### config.mk
export PLATFORM = sky130hd
export DESIGN_NAME = antialiased_line_rasterizer_core
export DESIGN_NICKNAME = d
export VERILOG_FILES = /design/src/aalr_pkg.sv /design/src/aalr_datapath.sv /design/src/aalr_ctrl.sv /design/src/antialiased_line_rasterizer_core.sv
export SDC_FILE = /design/constraint.sdc
export NUM_CORES = 1
export LEC_CHECK = 0
export BUFFER_PORTS_ARGS = -buffer_cell sky130_fd_sc_hd__buf_2
export CAP_MARGIN = 20
export CORE_ASPECT_RATIO = 0.6
export CORE_MARGIN = 8
export CORE_UTILIZATION = 50
export DETAILED_ROUTE_END_ITERATION = 7
export HOLD_SLACK_MARGIN = 0.03
export PLACE_DENSITY = 0.67
export SETUP_SLACK_MARGIN = 0.3
export SLEW_MARGIN = 20
export SYNTH_ARGS = -nofsm -noshare
export SYNTH_HDL_FRONTEND = slang
export SYNTH_HIERARCHICAL = 1
export SYNTH_SLANG_ARGS = --single-unit
export TNS_END_PERCENT = 30
### constraint.sdc
create_clock -name clk -period 7.8 [get_ports clk]
set_input_delay 1.56 -clock clk [delete_from_list [all_inputs] [get_ports clk]]
set_output_delay 1.56 -clock clk [all_outputs]
set_load 0.01 [all_outputs]
### src/aalr_pkg.sv
// aalr_pkg: types and constants shared by the line rasteriser modules
// depends on nothing

package aalr_pkg;

	typedef enum logic [2:0] {
		MODE_HORIZ = 3'd0,
		MODE_VERT  = 3'd1,
		MODE_DIAG  = 3'd2,
		MODE_YMAJ  = 3'd3,
		MODE_XMAJ  = 3'd4
	} line_mode_t;

	typedef enum logic [2:0] {
		ST_IDLE,
		ST_DIV,
		ST_STEP,
		ST_OUT0,
		ST_OUT1
	} state_t;

	typedef enum logic [1:0] {
		OP_NONE,
		OP_LOAD,
		OP_DIV,
		OP_STEP
	} dp_op_t;

	localparam logic REQ_LOAD = 1'b0;
	localparam logic REQ_STEP = 1'b1;
	localparam logic [1:0] CFG_BASE_COLOR = 2'd0;
	localparam logic [1:0] CFG_INT_BITS   = 2'd1;

	typedef struct packed {
		dp_op_t op;
		logic   sel_second;
	} dp_cmd_t;

	typedef struct packed {
		logic weighted;
		logic div_done;
		logic busy;
		logic two_px;
	} dp_stat_t;

endpackage

### src/aalr_datapath.sv
// aalr_datapath: endpoint ordering, error-step divider, stepping and pixel build
// depends on aalr_pkg

module aalr_datapath #(
	parameter int COORD_BITS    = 10,
	parameter int FRACTION_BITS = 16
) (
	input  logic                    clk,
	input  logic                    arst_n,
	input  aalr_pkg::dp_cmd_t       cmd,
	output aalr_pkg::dp_stat_t      stat,
	input  logic [COORD_BITS-1:0]   x_start,
	input  logic [COORD_BITS-1:0]   y_start,
	input  logic [COORD_BITS-1:0]   x_end,
	input  logic [COORD_BITS-1:0]   y_end,
	input  logic [7:0]              base_color,
	input  logic [3:0]              intensity_bits,
	output logic [COORD_BITS-1:0]   pixel_x,
	output logic [COORD_BITS-1:0]   pixel_y,
	output logic [7:0]              pixel_color,
	output logic                    last_pixel
);

	localparam int CB = COORD_BITS;
	localparam int FB = FRACTION_BITS;
	localparam int DW = CB + FB;
	localparam int CW = $clog2(DW + 1);

	logic [FB-1:0] acc_q, estep_q;
	logic [CB-1:0] cx_q, cy_q, fx_q, fy_q;
	logic [CB:0]   steps_q;
	logic          left_q, busy_q;
	aalr_pkg::line_mode_t mode_q;

	// restoring divider state
	logic [DW-1:0] quo_q;
	logic [CB:0]   rem_q;
	logic [CB-1:0] dvs_q;
	logic [CW-1:0] cnt_q;

	// pixel pair built by a step
	logic [CB-1:0] p0x_q, p0y_q, p1x_q, p1y_q;
	logic [7:0]    p0c_q, p1c_q;
	logic          last_q, two_q;

	// load ordering
	logic          swp;
	logic [CB-1:0] x0, y0, x1, y1, dx, dy;
	logic          lft;
	assign swp = y_start > y_end;
	assign x0  = swp ? x_end : x_start;
	assign y0  = swp ? y_end : y_start;
	assign x1  = swp ? x_start : x_end;
	assign y1  = swp ? y_start : y_end;
	assign lft = x1 < x0;
	assign dx  = lft ? x0 - x1 : x1 - x0;
	assign dy  = y1 - y0;

	// step arithmetic
	logic [FB:0]   acc_sum;
	logic [FB-1:0] acc_n;
	logic          wrap;
	logic [3:0]    ib;
	logic [7:0]    w, wc, lvl_mask;
	logic [CB-1:0] nx, ny, sx;
	logic [FB+7:0] acc_ext;

	function automatic logic [CB-1:0] stepx(input logic [CB-1:0] v, input logic l);
		stepx = l ? v - 1'b1 : v + 1'b1;
	endfunction

	assign acc_sum  = {1'b0, acc_q} + {1'b0, estep_q};
	assign acc_n    = acc_sum[FB-1:0];
	assign wrap     = acc_n <= acc_q;
	assign ib       = (intensity_bits == 4'd0) ? 4'd1 :
		(intensity_bits > 4'd8) ? 4'd8 : intensity_bits;
	assign acc_ext  = {acc_n, 8'd0};
	assign w        = 8'(acc_ext >> (FB + 8 - int'(ib)));
	assign lvl_mask = 8'((9'd1 << ib) - 9'd1);
	assign wc       = w ^ lvl_mask;

	// divider trial subtract
	logic [CB+1:0] trial;
	logic [CB:0]   rsh;
	assign rsh   = {rem_q[CB-1:0], quo_q[DW-1]};
	assign trial = {1'b0, rsh} - {2'b0, dvs_q};

	always_comb begin
		nx = cx_q;
		ny = cy_q;
		sx = cx_q;
		case (mode_q)
			aalr_pkg::MODE_YMAJ: begin
				nx = wrap ? stepx(cx_q, left_q) : cx_q;
				ny = cy_q + 1'b1;
			end
			aalr_pkg::MODE_XMAJ: begin
				ny = wrap ? cy_q + 1'b1 : cy_q;
				nx = stepx(cx_q, left_q);
			end
			aalr_pkg::MODE_HORIZ: nx = stepx(cx_q, left_q);
			aalr_pkg::MODE_VERT:  ny = cy_q + 1'b1;
			aalr_pkg::MODE_DIAG: begin
				nx = stepx(cx_q, left_q);
				ny = cy_q + 1'b1;
			end
			default: ;
		endcase
		sx = stepx(nx, left_q);
	end

	logic weighted;
	assign weighted = (mode_q == aalr_pkg::MODE_YMAJ) || (mode_q == aalr_pkg::MODE_XMAJ);

	always_ff @(posedge clk or negedge arst_n) begin
		if (!arst_n) begin
			acc_q   <= '0;
			estep_q <= '0;
			cx_q    <= '0;
			cy_q    <= '0;
			fx_q    <= '0;
			fy_q    <= '0;
			steps_q <= '0;
			left_q  <= 1'b0;
			mode_q  <= aalr_pkg::MODE_HORIZ;
			busy_q  <= 1'b0;
			cnt_q   <= '0;
			two_q   <= 1'b0;
			quo_q   <= '0;
			rem_q   <= '0;
			dvs_q   <= '0;
			p0x_q   <= '0;
			p0y_q   <= '0;
			p1x_q   <= '0;
			p1y_q   <= '0;
			p0c_q   <= '0;
			p1c_q   <= '0;
			last_q  <= 1'b0;
		end else begin
			case (cmd.op)
				aalr_pkg::OP_LOAD: begin
					cx_q    <= x0;
					cy_q    <= y0;
					fx_q    <= x1;
					fy_q    <= y1;
					acc_q   <= '0;
					estep_q <= '0;
					left_q  <= lft;
					two_q   <= 1'b0;
					p0x_q   <= x0;
					p0y_q   <= y0;
					p0c_q   <= base_color;
					cnt_q   <= CW'(DW);
					rem_q   <= '0;
					if (dy == '0) begin
						mode_q  <= aalr_pkg::MODE_HORIZ;
						steps_q <= {1'b0, dx};
						busy_q  <= dx != '0;
						last_q  <= dx == '0;
					end else if (dx == '0) begin
						mode_q  <= aalr_pkg::MODE_VERT;
						steps_q <= {1'b0, dy};
						busy_q  <= 1'b1;
						last_q  <= 1'b0;
					end else if (dx == dy) begin
						mode_q  <= aalr_pkg::MODE_DIAG;
						steps_q <= {1'b0, dy};
						busy_q  <= 1'b1;
						last_q  <= 1'b0;
					end else if (dy > dx) begin
						mode_q  <= aalr_pkg::MODE_YMAJ;
						steps_q <= {1'b0, dy - 1'b1};
						quo_q   <= {dx, {FB{1'b0}}};
						dvs_q   <= dy;
						busy_q  <= 1'b1;
						last_q  <= 1'b0;
					end else begin
						mode_q  <= aalr_pkg::MODE_XMAJ;
						steps_q <= {1'b0, dx - 1'b1};
						quo_q   <= {dy, {FB{1'b0}}};
						dvs_q   <= dx;
						busy_q  <= 1'b1;
						last_q  <= 1'b0;
					end
				end
				aalr_pkg::OP_DIV: begin
					// one quotient bit a cycle
					if (trial[CB+1]) begin
						rem_q <= rsh;
						quo_q <= {quo_q[DW-2:0], 1'b0};
					end else begin
						rem_q <= trial[CB:0];
						quo_q <= {quo_q[DW-2:0], 1'b1};
					end
					cnt_q <= cnt_q - 1'b1;
					if (cnt_q == CW'(1)) begin
						estep_q <= trial[CB+1] ? {quo_q[FB-2:0], 1'b0}
							: {quo_q[FB-2:0], 1'b1};
					end
				end
				aalr_pkg::OP_STEP: begin
					if (weighted && steps_q == '0) begin
						busy_q <= 1'b0;
						two_q  <= 1'b0;
						p0x_q  <= fx_q;
						p0y_q  <= fy_q;
						p0c_q  <= base_color;
						last_q <= 1'b1;
					end else if (weighted) begin
						steps_q <= steps_q - 1'b1;
						acc_q   <= acc_n;
						cx_q    <= nx;
						cy_q    <= ny;
						two_q   <= 1'b1;
						last_q  <= 1'b0;
						p0x_q   <= nx;
						p0y_q   <= ny;
						p0c_q   <= base_color + w;
						p1c_q   <= base_color + wc;
						if (mode_q == aalr_pkg::MODE_YMAJ) begin
							p1x_q <= sx;
							p1y_q <= ny;
						end else begin
							p1x_q <= nx;
							p1y_q <= ny + 1'b1;
						end
					end else begin
						cx_q   <= nx;
						cy_q   <= ny;
						two_q  <= 1'b0;
						p0x_q  <= nx;
						p0y_q  <= ny;
						p0c_q  <= base_color;
						if (steps_q <= (CB + 1)'(1)) begin
							steps_q <= '0;
							last_q  <= 1'b1;
							busy_q  <= 1'b0;
						end else begin
							steps_q <= steps_q - 1'b1;
							last_q  <= 1'b0;
						end
					end
				end
				default: ;
			endcase
		end
	end

	assign stat.weighted = weighted;
	assign stat.div_done = cnt_q == '0;
	assign stat.busy     = busy_q;
	assign stat.two_px   = two_q;

	assign pixel_x     = cmd.sel_second ? p1x_q : p0x_q;
	assign pixel_y     = cmd.sel_second ? p1y_q : p0y_q;
	assign pixel_color = cmd.sel_second ? p1c_q : p0c_q;
	assign last_pixel  = cmd.sel_second ? 1'b0 : last_q;

endmodule

### src/aalr_ctrl.sv
// aalr_ctrl: sequencer for load, divide, step and pixel output
// depends on aalr_pkg

module aalr_ctrl (
	input  logic                clk,
	input  logic                arst_n,
	input  logic                in_valid,
	output logic                in_ready,
	input  logic                req_type,
	output logic                out_valid,
	input  logic                out_ready,
	input  aalr_pkg::dp_stat_t  stat,
	output aalr_pkg::dp_cmd_t   cmd
);

	aalr_pkg::state_t state_q, state_n;
	logic acc;

	assign acc = in_valid && in_ready;

	always_comb begin
		state_n = state_q;
		case (state_q)
			aalr_pkg::ST_IDLE: begin
				if (acc && req_type == aalr_pkg::REQ_LOAD) state_n = aalr_pkg::ST_DIV;
				else if (acc && stat.busy) state_n = aalr_pkg::ST_STEP;
			end
			aalr_pkg::ST_DIV:
				if (!stat.weighted || stat.div_done) state_n = aalr_pkg::ST_OUT0;
			aalr_pkg::ST_STEP: state_n = aalr_pkg::ST_OUT0;
			aalr_pkg::ST_OUT0:
				if (out_ready) state_n = stat.two_px ? aalr_pkg::ST_OUT1 : aalr_pkg::ST_IDLE;
			aalr_pkg::ST_OUT1:
				if (out_ready) state_n = aalr_pkg::ST_IDLE;
			default: state_n = aalr_pkg::ST_IDLE;
		endcase
	end

	always_comb begin
		in_ready       = state_q == aalr_pkg::ST_IDLE;
		out_valid      = 1'b0;
		cmd.op         = aalr_pkg::OP_NONE;
		cmd.sel_second = 1'b0;
		case (state_q)
			aalr_pkg::ST_IDLE:
				if (acc && req_type == aalr_pkg::REQ_LOAD) cmd.op = aalr_pkg::OP_LOAD;
			aalr_pkg::ST_DIV:
				if (stat.weighted && !stat.div_done) cmd.op = aalr_pkg::OP_DIV;
			aalr_pkg::ST_STEP: cmd.op = aalr_pkg::OP_STEP;
			aalr_pkg::ST_OUT0: out_valid = 1'b1;
			aalr_pkg::ST_OUT1: begin
				out_valid      = 1'b1;
				cmd.sel_second = 1'b1;
			end
			default: ;
		endcase
	end

	always_ff @(posedge clk or negedge arst_n) begin
		if (!arst_n) state_q <= aalr_pkg::ST_IDLE;
		else state_q <= state_n;
	end

endmodule

### src/antialiased_line_rasterizer_core.sv
// antialiased_line_rasterizer_core: top level, config registers and wiring
// depends on aalr_pkg, aalr_ctrl, aalr_datapath
//
// channel  direction  handshake             payload
// in       input      in_valid / in_ready   req_type, x_start, y_start, x_end, y_end
// out      output     out_valid / out_ready pixel_x, pixel_y, pixel_color, last_pixel
// cfg      input      cfg_we                cfg_index, cfg_data
//
// a step goes through ST_STEP, ST_OUT0 and, for a second pixel, ST_OUT1;
// a weighted load has the bit-serial divider form COORD_BITS + FRACTION_BITS bits
// one item in flight at a time; in_ready stays low until all its pixels go
// reset clears all line state and sets base_color 0, intensity_bits 4

module antialiased_line_rasterizer_core #(
	parameter int COORD_BITS    = 10,
	parameter int FRACTION_BITS = 16
) (
	input  logic                  clk,
	input  logic                  arst_n,
	input  logic                  in_valid,
	output logic                  in_ready,
	input  logic                  req_type,
	input  logic [COORD_BITS-1:0] x_start,
	input  logic [COORD_BITS-1:0] y_start,
	input  logic [COORD_BITS-1:0] x_end,
	input  logic [COORD_BITS-1:0] y_end,
	output logic                  out_valid,
	input  logic                  out_ready,
	output logic [COORD_BITS-1:0] pixel_x,
	output logic [COORD_BITS-1:0] pixel_y,
	output logic [7:0]            pixel_color,
	output logic                  last_pixel,
	input  logic                  cfg_we,
	input  logic [1:0]            cfg_index,
	input  logic [7:0]            cfg_data
);

	logic [7:0] base_q;
	logic [3:0] ibits_q;
	aalr_pkg::dp_cmd_t  cmd;
	aalr_pkg::dp_stat_t stat;

	always_ff @(posedge clk or negedge arst_n) begin
		if (!arst_n) begin
			base_q  <= 8'd0;
			ibits_q <= 4'd4;
		end else if (cfg_we) begin
			if (cfg_index == aalr_pkg::CFG_BASE_COLOR) base_q <= cfg_data;
			else if (cfg_index == aalr_pkg::CFG_INT_BITS) ibits_q <= cfg_data[3:0];
		end
	end

	aalr_ctrl u_ctrl (
		.clk       (clk),
		.arst_n    (arst_n),
		.in_valid  (in_valid),
		.in_ready  (in_ready),
		.req_type  (req_type),
		.out_valid (out_valid),
		.out_ready (out_ready),
		.stat      (stat),
		.cmd       (cmd)
	);

	aalr_datapath #(
		.COORD_BITS    (COORD_BITS),
		.FRACTION_BITS (FRACTION_BITS)
	) u_dp (
		.clk            (clk),
		.arst_n         (arst_n),
		.cmd            (cmd),
		.stat           (stat),
		.x_start        (x_start),
		.y_start        (y_start),
		.x_end          (x_end),
		.y_end          (y_end),
		.base_color     (base_q),
		.intensity_bits (ibits_q),
		.pixel_x        (pixel_x),
		.pixel_y        (pixel_y),
		.pixel_color    (pixel_color),
		.last_pixel     (last_pixel)
	);

endmodule

Word level (Yosys, flattened, before mapping)
Index checks and enable logic that the tools add are counted.
{"block": "word_totals", "reg_bits": 212, "input_bits": 56, "word_cells": 201}
{"block": "classes", "addsub": 19, "magnitude_cmp": 6, "eq_ne": 26, "shifts": 2, "n_mux": 83, "bitwise_logic": 7, "reduce_logical": 33}
{"op": "two-way mux 10 bit", "n": 20}
{"op": "case mux 10 bit (2 select lines)", "n": 7}
{"op": "two-way mux 26 bit", "n": 4}
{"op": "two-way mux 11 bit", "n": 6}
{"op": "case mux 16 bit (2 select lines)", "n": 2}
{"op": "case mux 26 bit (2 select lines)", "n": 1}
{"op": "two-way mux 16 bit", "n": 3}
{"op": "adder 10 x 1 -> 10 bit (second input constant)", "n": 4}
{"op": "subtractor 10 x 1 -> 10 bit (second input constant)", "n": 4}
{"op": ">> shifter 24 x 32 -> 8 bit", "n": 1}
{"op": "two-way mux 3 bit", "n": 10}
{"op": "subtractor 10 bit", "n": 3}
{"op": "two-way mux 8 bit", "n": 3}
{"op": "case mux 11 bit (2 select lines)", "n": 1}
{"op": "greater-than comparator 10 bit", "n": 2}
{"op": "logical NOT 10 bit", "n": 2}
{"op": "adder 16 bit", "n": 1}
{"op": "adder 8 bit", "n": 2}
{"op": "<= comparator 16 bit", "n": 1}
{"op": "two-way mux 1 bit", "n": 16}
{"op": "case mux 8 bit (2 select lines)", "n": 1}
{"op": "case mux 3 bit (5 select lines)", "n": 1}
{"op": "equality test 3 x 2 -> 1 bit (second input constant)", "n": 4}
{"op": "!= test 2 bit (second input constant)", "n": 6}
{"op": "40 further kinds", "n": 71}

Logic depth before layout (Yosys ltp)
Gate-level depths: netlist of run 1.
{"block": "logic_depth", "ltp_word": 10, "ltp_mapped": 35, "depth_no_buf": 32}

Hierarchy
The synthesis of run 1 kept the hierarchy.
{"mod": "aalr_datapath", "instances": 1, "cells_each": 1984, "area_each_um2": 16066.7, "seq_area_each_um2": 4929.7}
{"mod": "antialiased_line_rasterizer_core", "instances": 1, "cells_each": 26, "area_each_um2": 462.9, "seq_area_each_um2": 301.5}
{"mod": "aalr_ctrl", "instances": 1, "cells_each": 23, "area_each_um2": 209.0, "seq_area_each_um2": 75.1}

Worst setup path before layout of run 1
OpenSTA, ideal clock, no wires.
{"block": "synth_path", "path_kind": "input-to-reg", "startpoint": "input port y_end[7]", "endpoint": "register u_dp.steps_q[6]", "setup_ns": 0.126, "arrival_time_ns": 7.966, "slack_ns": -0.292, "stages": 31, "path_cell_list": "inv_1 -> ha_1 -> buf_4 -> nand4_1 -> or3_4 -> o311a_1 -> buf_6 -> nor2_4 -> clkbuf_1 -> clkbuf_1 -> clkbuf_1 -> clkbuf_1 -> a21oi_1 -> ha_1 -> inv_1 -> a21oi_1 -> and4b_1 -> nor2_1 -> a211oi_2 -> ha_1 -> a21oi_1 -> nand2_1 -> o21ai_1 -> or2_2 -> clkbuf_1 -> mux2_2 -> a221o_1 -> nor2b_2 -> mux2_1 -> a211oi_1 -> o21ai_1"}
{"block": "synth_via", "elab_chain_len": 10, "elab_cells_between_ends": 21}
{"item": "start: declaration", "line_no": "antialiased_line_rasterizer_core.sv:26", "text": "input logic [COORD_BITS-1:0] y_end,"}
{"item": "greater-than comparator 10 bit", "line_no": "aalr_datapath.sv:50", "text": "assign swp = y_start > y_end;"}
{"item": "two-way mux 10 bit (on tied branches)", "line_no": "aalr_datapath.sv:53, aalr_datapath.sv:51"}
{"item": "subtractor 10 bit or less-than comparator 10 bit (tied branches)", "line_no": "aalr_datapath.sv:56, aalr_datapath.sv:55"}
{"item": "two-way mux 10 bit", "line_no": "aalr_datapath.sv:56", "text": "assign dx = lft ? x0 - x1 : x1 - x0;"}
{"item": "subtractor 10 x 1 -> 10 bit or greater-than comparator 10 bit (tied branches)", "line_no": "aalr_datapath.sv:179, aalr_datapath.sv:170"}
{"item": "two-way mux 10 bit", "line_no": "aalr_datapath.sv:170", "text": "end else if (dy > dx) begin"}
{"item": "two-way mux 11 bit", "line_no": "aalr_datapath.sv:165", "text": "end else if (dx == dy) begin"}
{"item": "two-way mux 11 bit", "line_no": "aalr_datapath.sv:160", "text": "end else if (dx == '0) begin"}
{"item": "two-way mux 11 bit *", "line_no": "aalr_datapath.sv:155", "text": "if (dy == '0) begin"}
{"item": "case mux 11 bit (2 select lines) *", "line_no": "aalr_datapath.sv:140", "text": "case (cmd.op)"}
{"item": "end signal: assignment", "line_no": "aalr_datapath.sv:157", "text": "steps_q <= {1'b0, dx};"}
{"item": "end signal: assignment", "line_no": "aalr_datapath.sv:162", "text": "steps_q <= {1'b0, dy};"}
{"item": "end signal: assignment", "line_no": "aalr_datapath.sv:167", "text": "steps_q <= {1'b0, dy};"}
{"item": "end: declaration", "line_no": "aalr_datapath.sv:31", "text": "logic [CB:0] steps_q;"}
Mark *: on every way between the ends. The rest lies on a longest branch, timed or not.
A chain may end at the register's enable or synchronous reset.

Final worst setup path of run 1
{"block": "layout_path", "startpoint": "input port y_end[5]", "endpoint": "register u_dp.steps_q[6]"}
Same word-level chain as after synthesis.

==> metrics, run 1 <==
GP Congestion=1.01; CP peak stage delay=roughly 430 ps; Critical Path End=u_dp/steps_q[6]; DRC Markers=0; Critical Path Start=y_end[5]; R2R Path End=u_dp/p1x_q[8]; Worst Hold Depth=2; Placed Cells=between 2000 and 3000; final hold vios=0; hold buffers post-CTS=0; total CTS buffers=23; worst path arrival time=7540 ps; chip width=252 µm; Worst VDD drop=0.301 mV; status=finished clean; RSZ-0062 raised after global routing=true; vias in the first global route=14168; Synth cell types=96; Synth Area per Inst=8.23 µm²; Worst R2R Path Depth=31; DR WL/cell=20.4 µm; asr flop ratio synth=100%; clock skew=45.4 ps; drt pass-1 iters=8; Worst path most repeated cell=nand2_1; highest-count cells in the layout ignoring fill and taps=nand2_1 (265), dfrtp_1 (211), nor2_1 (189), a21oi_1 (164), o21ai_0 (141); Rel. slew slack=36.2%; Req. time, crit path=8200 ps; period utilization=91.5%; initial cell density of the core=about half; Synth Instances=2033; Die Y=158 µm; Clock transition at path regs=70 ps; pin count of the biggest net entering global routing=85; GR Overflow Total=0; total of max-cap violations=0; crit end category=register; layout cells sized above 1=14.1%; Syn-to-layout area delta=11.9%; nets=2279; antenna viol nets, final=0; maximum clock rate=140 MHz; TritonCTS clock tree=yes; Mapped Nets=2207; CTS max path bufs=3; setup violators final=0; gr usage total=between 20% and 30%; CP max stage cell=or3_4; hold_ws=474 ps; first-pass GRT wire length=82.1 mm; cts repair resizes=0; CTS H-tree depth=1; full die area=0.0398 mm²; synth warn=6; vias after detailed routing=15335; fin. max-slew vios=0; startpoint types=primary input; clock period minus worst slack=7140 ps; setup bufs post-CTS=0; Vias/cell=5.94; sequential cell area fraction in the yosys report=31.7%; leakage power=0.00851 µW; clock latency on the worst-skew pair=560 ps; initial antenna violation count=0; ys flop type=dfrtp_1; Post-Syn Area=0.0167 mm²; HP Class=reg2reg; fin cells=2580; critical-path maximum fanout=23; TNS Setup=0 ps; clock sinks=around 210; Antenna Cells=0; # IOs=87; post-DP HPWL=40.5 mm; Site Rows=52; reg2reg setup slack=830 ps; Placeable Area=approximately 0.033 mm²; Slew @ Worst Pin=954 ps; routed wire length=about 53 mm; FF+latch count, synth=212; critical path type=in2reg; most common library cell in the layout ignoring fill and taps=nand2_1; Buffers on Ports=86; root buffer cell=clkbuf_16; Post-synth EDFFs=0; Initial DRC Count=roughly 1800; P per Cell Area=402 mW/mm²; RR Startpoint=u_dp/acc_q[0]
## report_power, final
group / internal, µW / leakage [µW] / switching [µW] / total, µW
Clock: 751 / 0.000404 / 487 / 1240
Sequential: 1480 / 0.00263 / 318 / 1800
Combinational: 1770 / 0.00548 / 2720 / 4490
Total: 4000 / 0.00851 / 3520 / 7520
## critical path, delay by kind of cell
family,cells,cell delay [ps]
mux,3,830
buf+inv,4,540
fa+ha+maj,3,890
simple gates,11,1880
compound gates,9,1850
## worst min-delay path by stage
stage                               end  slack [ps]     startpoint
after floorplan           u_dp/p1y_q[2]         430  u_dp/p1y_q[2]
after global placement    u_dp/p1y_q[2]         450  u_dp/p1y_q[2]
after detailed placement  u_dp/p1y_q[2]         450  u_dp/p1y_q[2]
after CTS                 u_dp/p1y_q[2]         470  u_dp/p1y_q[2]
after global routing      u_dp/p1x_q[2]         500  u_dp/p1x_q[2]
final                     u_dp/p1y_q[2]         470  u_dp/p1y_q[2]
## area by class of cell
cell class	count	area, µm²
fillers	3121	14600
multi-input cells	1601	10600
flip-flops and latches	212	5310
repair buffers	156	993
clock buffers	29	638
well taps	459	574
inverters	111	417
clock inverters	12	214
## synthesized netlist by cell type, drive strengths merged (30+ instances only)
master	instances	area, µm²
xnor2	62	551
buf	33	201
o21ai	166	831
nand3	47	235
a21o	40	300
ha	112	1400
nor2	191	724
inv	109	409
nand2	266	1000
xor2	41	359
a211oi	30	265
dfrtp	211	5280
nor3	31	171
a21oi	165	826
mux2	54	612
clkbuf	76	285
mux2i	35	363
a31oi	31	194
## kinds of logic after synthesis
group	after synthesis	synth area share [%]
XOR/XNOR	103	5.43
buffers and inverters	220	5.40
AND/OR/NAND/NOR	680	18.7
adder cells (fa/ha/maj)	125	9.51
flip-flops	212	31.7
multiplexers	93	6.36
AO/OA/AOI/OAI	600	22.9
## stage by stage
stage / worst slack [ps] / util [%] / instance area, µm² / total power, µW
6_report: 660 / 56.2 / 18700 / 7520
5_1_grt: 290 / 56.2 / 18700 / 8100
4_1_cts: 655 / 56.1 / 18700 / 7450
3_5_place_dp: 122 / 53.5 / 17800 / 6190
3_3_place_gp: 274 / 53.5 / 17800 / 6080
2_1_floorplan: 316 / - / 16800 / 4930
## metal layers
| metal | track usage (%) | vias to the layer above | part of all wire, % |
|---|---|---|---|
| met1 | 41.1 | 7301 | 50 |
| met4 | 3.63 | 2 | 1.2 |
| met5 | 0.907 | - | 0.086 |
| met3 | 7.02 | 46 | 11 |
| met2 | 34.7 | 614 | 38 |
| li1 | - | 7372 | - |
## flip-flops by register name (all words and copies together), names as in the netlist, 10 cells and up
signal / count
u_dp/acc_q: 16
u_dp/cx_q: 10
u_dp/cy_q: 10
u_dp/dvs_q: 10
u_dp/estep_q: 16
u_dp/fx_q: 10
u_dp/fy_q: 10
u_dp/p0x_q: 10
u_dp/p0y_q: 10
u_dp/p1x_q: 10
u_dp/p1y_q: 10
u_dp/quo_q: 26
u_dp/rem_q: 10
u_dp/steps_q: 11
Power figures use the tool's default switching activity.
==> inputs of run 2 (changes only) <==
- PLACE_DENSITY: 0.67 -> 0.76
==> metrics, run 2 (synthesized netlist as in run 1, its figures left out) <==
GP Congestion=1.07 (+6.0%); startpoint types=primary input; vias after detailed routing=15791 (+3.0%); highest-count cells in the layout ignoring fill and taps=nand2_1 (265), dfrtp_1 (211), nor2_1 (189), a21oi_1 (163), o21ai_0 (141); internal power=3890 µW (-2.8%); root buffer cell=clkbuf_16; Initial DRC Count=1808 (-1.1%); routed wire length=53.0 mm (+0.86%); CTS H-tree depth=1 (unchanged); nets=2286 (+0.31%); clock share of power=14.8% (-1.7 points); critical-path maximum fanout=11 (-52%); antenna viol nets, final=0 (unchanged); switching share of total power=47.4% (+0.51 points); Placeable Area=0.0333 mm² (unchanged); biggest regs=u_dp/quo_q x26, u_dp/acc_q x16, u_dp/estep_q x16; pin count of the biggest net entering global routing=96 (+13%); post-DP HPWL=40.7 mm (+0.55%); Post-Place Setup Slack=128 ps (+5.73 ps); P_sw=3500 µW (-0.79%); gr usage total=26.2% (+0.24 points); post-layout util=56.0% (-0.24 points); Req. time, crit path=8210 ps (about the same); setup violators final=0 (unchanged); Syn-to-layout area delta=11.4%; initial antenna violation count=0 (unchanged); TritonCTS clock tree=yes; first-pass GRT wire length=83.2 mm (+1.3%); TNS Setup=0 ps (unchanged); max reg flops=26 (unchanged); clock latency on the worst-skew pair=560 ps (about the same); Tot Pwr=7380 µW (-1.9%); full die area=0.0398 mm² (unchanged); Antenna Cells=0 (unchanged); Site Rows=52 (unchanged); final hold vios=0 (unchanged); DR WL/cell=20.5 µm (+0.63%); Hold EP=u_dp/p1y_q[4]; Vias/cell=6.11 (+2.7%); R2R Path End=u_dp/p1x_q[8]; RSZ-0062 raised after global routing=true; Rel. slew slack=28.0% (-8.2 points); most common library cell in the layout ignoring fill and taps=nand2_1; total CTS buffers=23 (unchanged); reg2reg setup slack=700 ps (-130 ps); Worst VDD drop=0.278 mV (-7.5%); status=finished clean; P per Cell Area=396 mW/mm² (-1.5%); Comb power frac=61.0% (+1.3 points); fraction of power consumed by sequential logic=24.2% (+0.3 points); Buffers on Ports=86 (unchanged); Placed Area=0.0179 mm² (+0.30%); Worst Hold Depth=2 (unchanged); Worst R2R Path Depth=30 (-3.2%); clock period minus worst slack=7250 ps (+109 ps); maximum clock rate=138 MHz (-1.5%); chip width=252 µm (unchanged); post-route cell area=0.0187 mm² (-0.42%); HP Class=reg2reg; CTS max path bufs=3 (unchanged); drt pass-1 iters=6 (-2); leakage power=0.00851 µW (about the same); period utilization=92.9% (+1.4 points); total of max-cap violations=0 (unchanged); vias in the first global route=14408 (+1.7%); clock sinks=212 (unchanged); initial cell density of the core=50.2% (unchanged); DRC Markers=0 (unchanged); layout cells sized above 1=14.2% (+0.10 points); Setup WS post-layout=551 ps (-109 ps); critical path type=in2reg; Die Y=158 µm (unchanged); crit end category=register; # IOs=87 (unchanged); worst path arrival time=7660 ps (+120 ps); FILL cells=3098 (-0.74%); Hold Crit Start=u_dp/p1y_q[4]; fin. max-slew vios=0 (unchanged); GR Overflow Total=0 (unchanged); Clock transition at path regs=60 ps (about the same); RR Startpoint=u_dp/acc_q[0]; Slew @ Worst Pin=1080 ps (+124 ps); clock skew=35.1 ps (-10.3 ps); Top reg by flops=u_dp/quo_q
run 2: cell count changes in the layout (fill, tap and decap cells not counted), moves of 2 or more:
cell        change
clkbuf_1        +3
buf_4           +8
clkinv_2        +2
clkinvlp_4      -4
clkinv_4        +2
bufinv_16       -4
run 2: power by group through the flow:
stage	Combinational, µW	Sequential (µW)	Clock, µW
after global routing	4960	1840	1160
after floorplan	3250	1680	0
after detailed placement	4380	1790	0
after CTS	4410	1780	1120
after global placement	4260	1770	0
final	4500	1790	1090
run 2: final cells by class:
type,count,area (µm²),share of cell area [%]
Multi-Input combinational cell,1601,10600,56.7
Timing Repair Buffer,163,1030,5.50
Clock inverter,7,82.6,0.443
Tap cell,459,574,3.08
Inverter,111,417,2.23
Clock buffer,33,663,3.56
Sequential cell,212,5310,28.4
run 2: per-layer routing:
layer  GRT usage (%)  up-vias  share of wire, %  wire length [µm]
li1                -     7395                 -                 -
met1            41.0     7545                48             25600
met2            35.5      767                39             20500
met3            7.17       84                11              6000
met4            4.23        0               1.7               926
met5           0.259        -                 0                 0
run 2: through the flow:
step | hold WS (ps) | std cells
after floorplan | 433 | 2033
after global placement | 450 | 2544
after detailed placement | 458 | 2544
after CTS | 477 | 2584
after global routing | 500 | 2586
final | 473 | 2586
run 2: how the worst max path moves through the flow:
stage,from,end,slack [ps],cells past startpoint
2_1_floorplan,y_end[6],u_dp/steps_q[6],320,31
3_3_place_gp,y_end[2],u_dp/steps_q[6],120,27
3_5_place_dp,y_end[2],u_dp/steps_q[6],130,33
4_1_cts,y_end[2],u_dp/steps_q[6],670,33
5_1_grt,y_end[2],u_dp/steps_q[6],160,33
6_report,y_end[2],u_dp/steps_q[6],550,27
run 2: critical path: stages:
cell and delay (ps):
buf_2 120, inv_1 90, ha_1 380, nand4_1 200, or3_4 440, nor2b_1 220
buf_4 220, o211ai_1 260, o21ai_1 180, nor4_1 370, o21ai_1 250, or4_1 540
and4_1 230, ha_1 350, nor2_1 60, a31oi_1 180, o21ai_2 100, or2_2 340
nor2_1 120, a21o_1 120, ha_1 160, nand2_1 80, a21oi_1 180, nor2b_2 210
mux2_1 340, a211oi_1 250, o21ai_1 100
run 2: timing repair:
item                                    CTS  global route
endpoints found under the hold margin     0             0
hold buffers                              0             0
endpoints found under the setup margin    0             6
buffers inserted                          0             1
gates resized for setup                   0             1
